### config.mk
export PLATFORM = sky130hd
export DESIGN_NAME = terminal_escape_utf8_sanitizer_top
export DESIGN_NICKNAME = d
export VERILOG_FILES = /design/src/design/tesan_pkg.sv /design/src/design/terminal_escape_utf8_sanitizer_top.sv /design/src/design/tesan_step.sv /design/src/design/tesan_outbuf.sv
export SDC_FILE = /design/constraint.sdc
export NUM_CORES = 1
export LEC_CHECK = 0
export ABC_AREA = 1
export BUFFER_PORTS_ARGS = -buffer_cell sky130_fd_sc_hd__buf_2
export CAP_MARGIN = 20
export CORE_AREA = 2 2 143 89
export CTS_CLUSTER_DIAMETER = 100
export CTS_CLUSTER_SIZE = 16
export DETAILED_ROUTE_END_ITERATION = 8
export DIE_AREA = 0 0 145 91
export PLACE_DENSITY_LB_ADDON = 0.15
export SYNTH_ARGS = -nofsm -noshare
export SYNTH_HDL_FRONTEND = slang
export SYNTH_SLANG_ARGS = --single-unit
### constraint.sdc
create_clock -name clk -period 3.33 [get_ports clk]
set_input_delay 0.666 -clock clk [delete_from_list [all_inputs] [get_ports clk]]
set_output_delay 0.666 -clock clk [all_outputs]
set_load 0.05 [all_outputs]
### src/design/tesan_pkg.sv
// Shared types and constants for the terminal escape and UTF-8 sanitizer.
`default_nettype none

package tesan_pkg;

	// Most bytes one input item can produce
	localparam int unsigned MaxResults = 4;
	localparam int unsigned CountW     = $clog2(MaxResults + 1);
	localparam int unsigned IdxW       = $clog2(MaxResults);

	// Control codes
	localparam logic [7:0] EscCode = 8'h1B;
	localparam logic [7:0] BelCode = 8'h07;
	localparam logic [7:0] CanCode = 8'h18;
	localparam logic [7:0] SubCode = 8'h1A;
	localparam logic [7:0] LfCode  = 8'h0A;
	localparam logic [7:0] TabCode = 8'h09;
	localparam logic [7:0] DelCode = 8'h7F;
	localparam logic [7:0] C1Lo    = 8'h80;
	localparam logic [7:0] C1Hi    = 8'h9F;
	localparam logic [7:0] C1Ss2   = 8'h8E;
	localparam logic [7:0] C1Ss3   = 8'h8F;
	localparam logic [7:0] C1Dcs   = 8'h90;
	localparam logic [7:0] C1Csi   = 8'h9B;
	localparam logic [7:0] C1St    = 8'h9C;
	localparam logic [7:0] C1Osc   = 8'h9D;
	localparam logic [7:0] C1Pm    = 8'h9E;
	localparam logic [7:0] C1Apc   = 8'h9F;

	// Bytes produced by one item, handed from the step logic to the output buffer
	typedef struct packed {
		logic [MaxResults-1:0][7:0] bytes;
		logic [CountW-1:0]          count;
	} result_t;

endpackage

`default_nettype wire

### src/design/terminal_escape_utf8_sanitizer_top.sv
// Top level of the terminal escape and UTF-8 sanitizer.
// One raw byte is taken per item and yields zero to four cleaned bytes, sent
// one per cycle while clean_ready is high, with last_of_run on the final byte
// of each item. Input items are accepted every cycle as long as the result
// buffer drains; an item that yields bytes holds back the next item until its
// final byte is taken. A byte enters an input register, is decoded against the
// mode and UTF-8 state combinationally once the result buffer is free, and its
// bytes are registered into the result buffer. Escape sequences, control codes
// and invalid UTF-8 are removed; newline and tab pass in normal mode only.
`default_nettype none

module terminal_escape_utf8_sanitizer_top (
	input  wire logic       clk,
	input  wire logic       arst_n,
	input  wire logic       data_valid,
	output logic            data_ready,
	input  wire logic [7:0] data_byte,
	output logic            clean_valid,
	input  wire logic       clean_ready,
	output logic [7:0]      clean_byte,
	output logic            last_of_run
);

	logic               valid_s1;
	logic [7:0]         data_s1;
	logic               free;
	logic               fire;
	tesan_pkg::result_t res;

	// Process the held byte when the result buffer can take its bytes
	assign fire       = valid_s1 && free;
	assign data_ready = !valid_s1 || fire;

	// Input register
	always_ff @(posedge clk or negedge arst_n) begin
		if (!arst_n) begin
			valid_s1 <= 1'b0;
		end else if (data_valid && data_ready) begin
			valid_s1 <= 1'b1;
		end else if (fire) begin
			valid_s1 <= 1'b0;
		end
	end

	always_ff @(posedge clk) begin
		if (data_valid && data_ready) begin
			data_s1 <= data_byte;
		end
	end

	tesan_step u_step (
		.clk     (clk),
		.arst_n  (arst_n),
		.fire    (fire),
		.data_s1 (data_s1),
		.res     (res)
	);

	tesan_outbuf u_outbuf (
		.clk         (clk),
		.arst_n      (arst_n),
		.load        (fire),
		.res         (res),
		.free        (free),
		.clean_valid (clean_valid),
		.clean_ready (clean_ready),
		.clean_byte  (clean_byte),
		.last_of_run (last_of_run)
	);

	// A held byte that is not processed stays put
	a_hold_s1: assert property (@(posedge clk) disable iff (!arst_n)
		valid_s1 && !fire |=> valid_s1 && $stable(data_s1))
		else $error("input register lost an item");

endmodule

`default_nettype wire

### src/design/tesan_step.sv
// Terminal mode and UTF-8 gather state with the per-byte decode logic.
`default_nettype none

module tesan_step (
	input  wire logic             clk,
	input  wire logic             arst_n,
	input  wire logic             fire,
	input  wire logic [7:0]       data_s1,
	output tesan_pkg::result_t    res
);

	typedef enum logic [2:0] {
		MODE_NORMAL  = 3'd0,
		MODE_ESC     = 3'd1,
		MODE_CSI     = 3'd2,
		MODE_STRING  = 3'd3,
		MODE_STR_ESC = 3'd4,
		MODE_SKIP    = 3'd5
	} mode_t;

	typedef struct packed {
		mode_t mode;
		logic  pass;
	} clean_t;

	mode_t             mode_q, mode_d;
	logic [1:0]        rem_q, rem_d;
	logic [2:0]        cnt_q, cnt_d;
	logic [20:0]       val_q, val_d;
	logic [3:0][7:0]   held_q, held_d;

	// C1 control, raw or decoded: may change the mode
	function automatic mode_t take_c1(input mode_t m, input logic [7:0] c);
		mode_t r;
		r = MODE_NORMAL;
		if (m == MODE_STRING || m == MODE_STR_ESC) begin
			r = (c == tesan_pkg::C1St) ? MODE_NORMAL : MODE_STRING;
		end else if (c == tesan_pkg::C1Csi) begin
			r = MODE_CSI;
		end else if (c == tesan_pkg::C1Dcs || c == tesan_pkg::C1Osc ||
			     c == tesan_pkg::C1Pm || c == tesan_pkg::C1Apc) begin
			r = MODE_STRING;
		end else if (c == tesan_pkg::C1Ss2 || c == tesan_pkg::C1Ss3) begin
			r = MODE_SKIP;
		end
		return r;
	endfunction

	// Range checks on a completed code point
	function automatic logic cp_ok(input logic [20:0] cp, input logic [2:0] len);
		logic [20:0] lo;
		logic        ok;
		ok = 1'b1;
		lo = 21'h0;
		case (len)
			3'd2:    lo = 21'h80;
			3'd3:    lo = 21'h800;
			3'd4:    lo = 21'h10000;
			default: ok = 1'b0;
		endcase
		if (cp < lo) ok = 1'b0;
		if (cp >= 21'hD800 && cp <= 21'hDFFF) ok = 1'b0;
		if (cp > 21'h10FFFF) ok = 1'b0;
		return ok;
	endfunction

	// Terminal mode handling of one byte outside a UTF-8 gather
	function automatic clean_t clean_char(input mode_t m, input logic [7:0] c);
		clean_t r;
		r.mode = m;
		r.pass = 1'b0;
		if (m == MODE_SKIP) begin
			r.mode = MODE_NORMAL;
		end else if (c == tesan_pkg::CanCode || c == tesan_pkg::SubCode) begin
			r.mode = MODE_NORMAL;
		end else if (c == tesan_pkg::EscCode) begin
			r.mode = (m == MODE_STRING || m == MODE_STR_ESC) ? MODE_STR_ESC : MODE_ESC;
		end else if (c == tesan_pkg::BelCode) begin
			if (m == MODE_STRING || m == MODE_STR_ESC) r.mode = MODE_NORMAL;
		end else if (c == tesan_pkg::LfCode || c == tesan_pkg::TabCode) begin
			r.pass = (m == MODE_NORMAL);
		end else if (c < 8'h20 || c == tesan_pkg::DelCode) begin
			r.pass = 1'b0;
		end else if (c >= tesan_pkg::C1Lo && c <= tesan_pkg::C1Hi) begin
			r.mode = take_c1(m, c);
		end else begin
			unique case (m)
				MODE_NORMAL: r.pass = 1'b1;
				MODE_ESC: begin
					case (c) inside
						8'h5B:                      r.mode = MODE_CSI;
						8'h5D, 8'h50, 8'h5E, 8'h5F: r.mode = MODE_STRING;
						8'h4E, 8'h4F, 8'h23, 8'h25, 8'h20, 8'h28, 8'h29,
						8'h2A, 8'h2B, 8'h2D, 8'h2E, 8'h2F:
							r.mode = MODE_SKIP;
						default:                    r.mode = MODE_NORMAL;
					endcase
				end
				MODE_CSI: begin
					if (c >= 8'h40 && c <= 8'h7E) r.mode = MODE_NORMAL;
				end
				MODE_STRING:  r.mode = MODE_STRING;
				MODE_STR_ESC: r.mode = (c == 8'h5C) ? MODE_NORMAL : MODE_STRING;
				MODE_SKIP:    r.mode = MODE_NORMAL;
				default:      r.mode = MODE_NORMAL;
			endcase
		end
		return r;
	endfunction

	// Decode one byte against the current state
	always_comb begin
		logic            afresh;
		logic [3:0][7:0] held_a;
		logic [20:0]     acc_val;
		logic [1:0]      rem_m;
		logic [2:0]      len;
		clean_t          cc;

		mode_d  = mode_q;
		rem_d   = rem_q;
		cnt_d   = cnt_q;
		val_d   = val_q;
		held_d  = held_q;
		res     = '0;
		afresh  = 1'b1;
		held_a  = held_q;
		held_a[cnt_q[1:0]] = data_s1;
		acc_val = {val_q[14:0], data_s1[5:0]};
		rem_m   = rem_q - 2'd1;
		len     = cnt_q + 3'd1;
		cc      = clean_char(mode_q, data_s1);

		if (rem_q != 2'd0) begin
			if (data_s1[7:6] != 2'b10) begin
				// bad continuation: drop the gather, then handle the byte afresh
				rem_d  = '0;
				cnt_d  = '0;
				val_d  = '0;
				held_d = '0;
			end else if (cnt_q[2]) begin
				// gather overflow: drop the gather and the byte
				afresh = 1'b0;
				rem_d  = '0;
				cnt_d  = '0;
				val_d  = '0;
				held_d = '0;
			end else begin
				afresh = 1'b0;
				if (rem_m != 2'd0) begin
					rem_d  = rem_m;
					cnt_d  = len;
					val_d  = acc_val;
					held_d = held_a;
				end else begin
					rem_d  = '0;
					cnt_d  = '0;
					val_d  = '0;
					held_d = '0;
					if (cp_ok(acc_val, len)) begin
						if (acc_val >= 21'(tesan_pkg::C1Lo) &&
						    acc_val <= 21'(tesan_pkg::C1Hi)) begin
							mode_d = take_c1(mode_q, acc_val[7:0]);
						end else begin
							res.bytes = held_a;
							res.count = len;
						end
					end
				end
			end
		end

		if (afresh) begin
			if (mode_q == MODE_NORMAL && data_s1[7]) begin
				if (data_s1 <= tesan_pkg::C1Hi) begin
					mode_d = take_c1(mode_q, data_s1);
				end else if (data_s1 >= 8'hC2 && data_s1 <= 8'hDF) begin
					rem_d     = 2'd1;
					cnt_d     = 3'd1;
					val_d     = {16'h0, data_s1[4:0]};
					held_d[0] = data_s1;
				end else if (data_s1 >= 8'hE0 && data_s1 <= 8'hEF) begin
					rem_d     = 2'd2;
					cnt_d     = 3'd1;
					val_d     = {17'h0, data_s1[3:0]};
					held_d[0] = data_s1;
				end else if (data_s1 >= 8'hF0 && data_s1 <= 8'hF4) begin
					rem_d     = 2'd3;
					cnt_d     = 3'd1;
					val_d     = {18'h0, data_s1[2:0]};
					held_d[0] = data_s1;
				end
			end else begin
				mode_d = cc.mode;
				if (cc.pass) begin
					res.bytes[0] = data_s1;
					res.count    = tesan_pkg::CountW'(1);
				end
			end
		end
	end

	// Advance state on each processed item
	always_ff @(posedge clk or negedge arst_n) begin
		if (!arst_n) begin
			mode_q <= MODE_NORMAL;
			rem_q  <= '0;
			cnt_q  <= '0;
			val_q  <= '0;
			held_q <= '0;
		end else if (fire) begin
			mode_q <= mode_d;
			rem_q  <= rem_d;
			cnt_q  <= cnt_d;
			val_q  <= val_d;
			held_q <= held_d;
		end
	end

	// A pending gather holds the lead and expects a total of two to four bytes
	a_gather_len: assert property (@(posedge clk) disable iff (!arst_n)
		rem_q != 2'd0 |-> ({1'b0, cnt_q} + {2'b0, rem_q}) >= 4'd2 &&
		                  ({1'b0, cnt_q} + {2'b0, rem_q}) <= 4'd4)
		else $error("UTF-8 gather length out of range");

	a_idle_gather: assert property (@(posedge clk) disable iff (!arst_n)
		rem_q == 2'd0 |-> cnt_q == 3'd0 && val_q == 21'd0)
		else $error("stale UTF-8 gather state");

	// Only a gather of at least two bytes emits more than one byte
	a_multi_needs_gather: assert property (@(posedge clk) disable iff (!arst_n)
		fire && res.count > 1 |-> rem_q == 2'd1 && cnt_q != 3'd0)
		else $error("multi-byte result without a completed gather");

endmodule

`default_nettype wire

### src/design/tesan_outbuf.sv
// Result buffer that hands out the bytes of one item, one per cycle while the receiver is ready.
`default_nettype none

module tesan_outbuf (
	input  wire logic             clk,
	input  wire logic             arst_n,
	input  wire logic             load,
	input  wire tesan_pkg::result_t res,
	output logic                  free,
	output logic                  clean_valid,
	input  wire logic             clean_ready,
	output logic [7:0]            clean_byte,
	output logic                  last_of_run
);

	logic [tesan_pkg::MaxResults-1:0][7:0] bytes_q;
	logic [tesan_pkg::CountW-1:0]          count_q;
	logic [tesan_pkg::IdxW-1:0]            idx_q;
	logic                                  take;

	// Present the current byte and mark the last of the item
	assign clean_valid = (count_q != '0);
	assign clean_byte  = bytes_q[idx_q];
	assign last_of_run = ({1'b0, idx_q} == count_q - tesan_pkg::CountW'(1));
	assign take        = clean_valid && clean_ready;
	assign free        = !clean_valid || (take && last_of_run);

	// Track how many bytes remain and which one is next
	always_ff @(posedge clk or negedge arst_n) begin
		if (!arst_n) begin
			count_q <= '0;
			idx_q   <= '0;
		end else if (load) begin
			count_q <= res.count;
			idx_q   <= '0;
		end else if (take) begin
			if (last_of_run) begin
				count_q <= '0;
				idx_q   <= '0;
			end else begin
				idx_q <= idx_q + tesan_pkg::IdxW'(1);
			end
		end
	end

	// Hold the bytes of the item being sent
	always_ff @(posedge clk) begin
		if (load) begin
			bytes_q <= res.bytes;
		end
	end

	a_idx_in_range: assert property (@(posedge clk) disable iff (!arst_n)
		count_q != '0 |-> {1'b0, idx_q} < count_q)
		else $error("output index beyond byte count");

endmodule

`default_nettype wire

==> metrics.csv, run 1 <==
stage,metric,value,unit
outcome,status,finished clean,
timing,actual slew at the worst max-slew pin,0.795,ns
clock_network,hold-fix buffers at CTS,0,
power_and_ir_drop,total power,2680,uW
global_route,largest net degree at the start of global routing,62,
place,port buffer count,22,
timing,period utilization,80.5,%
global_route,All-Layer GR Usage,25.0,%
clock_network,Root Buffer,clkbuf_16,
global_route,number of global-route vias before repair,4965,
synth,Mapped Area,5980,um2
timing,Slew Limit Headroom,47.0,%
synth,YS warnings,0,
die,die height,91,um
cells_and_area,fill count,1101,
cells_and_area,Total Nets Final,785,
synth,Async SR Flop Fraction,60.4,%
timing,Clock Skew,0.0111,ns
synth,prevailing post-synth register cell,dfrtp_1,
setup_path,Worst setup EP type,output pin,
cells_and_area,Reg area,2730,um2
cells_and_area,Layout area overhead,8.43,%
synth,ranking of synthesized cells by area,"dfrtp_1, edfxtp_1, o21ai_0, nand2_1, nor2_1",
setup_path,crit path max-delay cell type,inv_1,
timing,PnR worst setup slack,0.650,ns
detailed_routing,M1 wire length,7.92,mm
setup_path,crit path DAT,2.01,ns
synth,post-synthesis register bit count,101,
place,GPL Wtd Cong,0.957,
timing,fin crit period,2.68,ns
clock_network,Max H-tree Level,3,
synth,Cells after Synth,749,
detailed_routing,average via count per standard cell,5.83,
detailed_routing,ANT nets after route,0,
cells_and_area,n_diodes,0,
global_route,total grt overflow,0,
synth,Avg Inst Size Synth,7.99,um2
cells_and_area,Final Core Density,54.8,%
clock_network,Num Clock Sinks,101,
timing,setup_tns,0,ns
timing,Max Slew Vio Count,0,
synth,sequential fraction of the synthesis area,45.6,%
clock_network,CTS tree,done,
timing,unrepaired setup endpoints after global routing,no,
timing,final setup fails,0,
setup_path,CP max stage delay,0.43,ns
setup_path,CP cell instances,buf_4 -> inv_1 -> o21ai_0 -> o22ai_1 -> buf_2,
synth,post-synth top area cell,dfrtp_1,
setup_path,Crit Path Max Fanout,18,
detailed_routing,initial DRC count,719,
synth,top post-synthesis cells by count,"nand2_1, o21ai_0, nor2_1",
power_and_ir_drop,Pwr Density,413,nW/um2
detailed_routing,DRT Pass-1 Iters,6,
die,Initial Utilization,50.6,%
clock_network,"Reg clk slew, reported paths",0.07,ns
flow_run,MaxCap Viol Count,0,
clock_network,clk_lat worst skew,0.36,ns
die,core area,11800,um2
timing,final-report hold violation count,0,
synth,Synthesized Nets,774,
setup_path,Worst EP required,2.66,ns
hold_path,worst hold path class,primary input to async pin,
detailed_routing,DRC violations left,0,
detailed_routing,WL final,16.0,mm
die,die footprint,13200,um2
clock_network,postcts setup bufs,0,
setup_path,CP Launch Type,flop,
timing,Hold WS,0.480,ns
detailed_routing,Vias,5420,
clock_network,worst-case clock buffer depth,2,
synth,post-synth top area share,25.5,%
power_and_ir_drop,Max rail drop VDD,0.227,mV
detailed_routing,top routing layer in use,met4,
synth,"count leader, synth",nand2_1,
synth,"EDFF count, synth",40,
clock_network,post-CTS sizing,0,
place,Post-DP HPWL,11.2,mm
setup_path,critical path class,flop to output pin,
global_route,initial antenna violation count,0,
place,Place WS,0.792,ns
detailed_routing,WL/cell,17.2,um
cells_and_area,layout cells sized above 1,13.6,%
global_route,global-route wire length before repair,26.2,mm
cells_and_area,footprint of the multi-input gates,2780,um2
die,Ports,23,
die,Site Rows,31,
detailed_routing,routed wl met3,1.52,mm
power_and_ir_drop,Lkg Pwr,0.00294,uW
timing,Max Freq,373,MHz
clock_network,cts bufs inserted,9,
detailed_routing,met2 WL,6.36,mm
synth,synth unique cells,47,
die,Chip Width,145,um
metrics by stage:
| step | area, um2 | instances |
|---|---|---|
| after floorplan | 5980 | 749 |
| after global placement | 6200 | 914 |
| after detailed placement | 6200 | 914 |
| after CTS | 6490 | 930 |
| after global routing | 6490 | 930 |
| final | 6490 | 930 |
worst paths after layout:
path / startpoint / to / slack, ns / depth (start not counted)
worst max-delay path: u_outbuf.idx_q[0]$_DFFE_PN0P_ / clean_byte[4] / 0.65 / 5
worst min-delay path: arst_n / u_step.held_q[8]$_DFFE_PN0P_ / 0.48 / 2
worst max register to register: u_step.cnt_q[0]$_DFFE_PN0P_ / u_outbuf.bytes_q[6]$_DFFE_PP_ / 0.65 / 14
worst min register to register: u_step.held_q[4]$_DFFE_PN0P_ / u_step.held_q[4]$_DFFE_PN0P_ / 0.50 / 2
max in group asynchronous: arst_n / u_outbuf.count_q[0]$_DFFE_PN0P_ / 2.33 / 2
min in group clk: data_byte[5] / data_s1[5]$_DFFE_PP_ / 0.49 / 1
sequential cells by signal (all words and copies together), names as in the netlist:
signal	count
data_s1	8
u_outbuf.bytes_q	32
valid_s1	1
u_outbuf.idx_q	2
u_step.mode_q	3
u_step.held_q	32
u_step.val_q	15
u_step.rem_q	2
u_outbuf.count_q	3
u_step.cnt_q	3
cells by family (layout without fill, tap and decap cells):
| group | after synthesis | count (layout) | synth area share (%) |
|---|---|---|---|
| fa+ha+maj | 13 | 13 | 2.72 |
| flops | 101 | 101 | 45.6 |
| simple gates | 320 | 320 | 24.4 |
| buf+inv | 110 | 126 | 7.99 |
| compound gates | 202 | 202 | 18.9 |
| xor+xnor | 3 | 3 | 0.439 |
power breakdown:
group          switching, uW  internal, uW
clock network            504           541
registers               25.0          1300
logic                    241          72.5
total                    770          1910
layer usage:
| layer | vias to the layer above | global-route usage [%] |
|---|---|---|
| li1 | 2559 | - |
| met4 | 0 | 5.03 |
| met1 | 2579 | 39.2 |
| met2 | 262 | 34.6 |
| met5 | - | 0 |
| met3 | 20 | 6.23 |
layout by cell type (no fill, tap or decap), drive strengths merged, types with 2 or more instances in the layout:
cell	instances
a21oi	21
a22oi	5
a31oi	3
a32oi	2
and3	2
buf	31
clkbuf	10
clkinv	3
dfrtp	61
edfxtp	40
ha	13
inv	81
nand2	163
nand3	45
nand4	7
nor2	96
nor3	2
o21ai	136
o22ai	26
o32ai	4
or2	3
xor2	2
critical path: cells and delay by family (launching register included):
kind,cells,cell delay [ns]
buf+inv,3,0.93
compound gates,2,0.35
flops,1,0.36
cell type report:
type	count	share of cell area (%)
clock inverter	6	0.829
tap	165	3.18
multi-input combinational	538	42.8
inverter	79	4.70
sequential	101	42.0
clock buffer	10	3.68
timing repair buffer	31	2.74
Note: power is estimated with default switching activity, not from simulation.
==> inputs of run 2 (changes only) <==
==> constraint.sdc (replaced) <==
create_clock -name clk -period 2.75 [get_ports clk]
set_input_delay 0.55 -clock clk [delete_from_list [all_inputs] [get_ports clk]]
set_output_delay 0.55 -clock clk [all_outputs]
set_load 0.05 [all_outputs]
==> run 2 against run 1 <==
- global-route usage up 0.92 points
- clock-buffer cell count is the same
- setup slack got worse by 0.39 ns
- sequential power grew 21%
- largest cell class unchanged
- first-iteration DRC count down 29%
==> metrics.csv, run 2 (synthesis results as in run 1) <==
stage,metric,value,unit
setup_path,crit path DAT,1.94,ns
timing,unrepaired setup endpoints after global routing,no,
timing,Clock Skew,0.0124,ns
timing,Max Slew Vio Count,0,
setup_path,CP Launch Type,flop,
timing,setup_tns,0,ns
die,Ports,23,
global_route,total grt overflow,0,
die,core area,11800,um2
clock_network,Root Buffer,clkbuf_16,
setup_path,Worst setup EP type,output pin,
global_route,initial antenna violation count,0,
hold_path,worst hold path class,primary input to async pin,
detailed_routing,initial DRC count,513,
setup_path,Worst EP required,2.20,ns
clock_network,cts bufs inserted,9,
detailed_routing,DRT Pass-1 Iters,5,
die,Chip Width,145,um
detailed_routing,Vias,5382,
place,Place WS,0.294,ns
timing,PnR worst setup slack,0.257,ns
clock_network,Num Clock Sinks,101,
cells_and_area,Layout area overhead,8.95,%
global_route,All-Layer GR Usage,25.9,%
cells_and_area,most frequent cells in the layout,"nand2_1, o21ai_0, nor2_1",
clock_network,hold-fix buffers at CTS,0,
power_and_ir_drop,total power,3230,uW
power_and_ir_drop,Pwr Density,495,nW/um2
detailed_routing,WL final,16.3,mm
cells_and_area,Reg area,2730,um2
cells_and_area,"most common cell after layout, fill and taps aside",nand2_1,
setup_path,worst reg2reg setup slack,0.26,ns
global_route,grt met2 use,35.6,%
power_and_ir_drop,Max rail drop VDD,0.315,mV
timing,final-report hold violation count,0,
clock_network,worst-case clock buffer depth,2,
global_route,global-route wire length before repair,27.0,mm
clock_network,CTS tree,done,
detailed_routing,ANT nets after route,0,
timing,fin crit period,2.49,ns
cells_and_area,Total Nets Final,787,
clock_network,postcts setup bufs,0,
place,placed inst area,6220,um2
timing,period utilization,90.6,%
global_route,GRT met1 Usage,41.8,%
timing,Max Freq,401,MHz
global_route,number of global-route vias before repair,5063,
place,GPL Wtd Cong,0.933,
clock_network,Max H-tree Level,3,
cells_and_area,fill count,1074,
global_route,met3 GRT Util,5.13,%
outcome,status,finished clean,
setup_path,critical path class,flop to output pin,
detailed_routing,WL/cell,17.5,um
die,Initial Utilization,50.6,%
cells_and_area,Top Registers,"u_outbuf.bytes_q: 32 flops, u_step.held_q: 32 flops, u_step.val_q: 15 flops",
clock_network,"Reg clk slew, reported paths",0.07,ns
detailed_routing,average via count per standard cell,5.77,
flow_run,MaxCap Viol Count,0,
global_route,GR peak layer,met1,
die,die footprint,13200,um2
place,port buffer count,22,
setup_path,Crit Path Max Fanout,3,
timing,Hold WS,0.113,ns
timing,final setup fails,0,
timing,actual slew at the worst max-slew pin,0.593,ns
timing,Slew Limit Headroom,60.5,%
clock_network,post-CTS sizing,0,
cells_and_area,final cell area excluding filler cells,6520,um2
cells_and_area,n_diodes,0,
cells_and_area,footprint of the multi-input gates,2790,um2
die,die height,91,um
clock_network,clk_lat worst skew,0.35,ns
detailed_routing,DRC violations left,0,
place,Post-DP HPWL,11.6,mm
cells_and_area,layout cells sized above 1,14.0,%
global_route,largest net degree at the start of global routing,43,
power_and_ir_drop,Lkg Pwr,0.00296,uW
die,Site Rows,31,
==> run 2: changes by cell type in the layout (fill, tap and decap cells not counted) <==
cell / delta
buf_4: +1
clkinv_2: +1
clkinv_4: -1
inv_6: +1
buf_12: +1
clkinvlp_4: -1
nor4_2: +1
nor4_1: -1
==> run 2: power breakdown <==
part,total [uW],internal [uW],switching (uW)
combinational,374,88.7,286
clock,1250,655,596
sequential,1600,1570,31.6
==> run 2: worst paths after layout <==
path                                            startpoint                            endpoint  cells past startpoint
setup / recovery           u_outbuf.count_q[0]$_DFFE_PN0P_                          data_ready                      8
hold / removal                                      arst_n       u_step.held_q[24]$_DFFE_PN0P_                      1
setup reg to reg               u_step.cnt_q[0]$_DFFE_PN0P_  u_outbuf.bytes_q[20]$_SDFFCE_PP0P_                     13
hold reg to reg               u_step.held_q[4]$_DFFE_PN0P_        u_step.held_q[4]$_DFFE_PN0P_                      2
max in group asynchronous                           arst_n        u_step.held_q[1]$_DFFE_PN0P_                      2
min in group clk                              data_byte[7]                data_s1[7]$_DFFE_PP_                      1
==> run 2: per-layer routing <==
| layer | vias up | wire [um] |
|---|---|---|
| met3 | 15 | 1240 |
| met5 | - | 0 |
| li1 | 2554 | - |
| met4 | 0 | 125 |
| met1 | 2587 | 8520 |
| met2 | 226 | 6390 |
==> run 2: stage by stage <==
step	std cells	utilization, %
after floorplan	749	-
after global placement	916	52.6
after detailed placement	916	52.6
after CTS	932	55.1
after global routing	932	55.1
final	932	55.1
==> run 2: area by class of cell <==
cell class	count	share of cell area (%)
clock buffer	10	3.67
clock inverter	6	0.787
inverter	79	4.68
multi-input combinational	538	42.7
sequential	101	41.8
tap	165	3.17
timing repair buffer	33	3.15
==> run 2: worst max-delay path: stages (launching register included) <==
cell and delay (ns):
dfrtp_1 0.40, inv_1 0.12, ha_1 0.31, xor2_1 0.14
nand3_1 0.11, nand2_1 0.08, nand2_1 0.07, nand2_1 0.10
buf_2 0.27
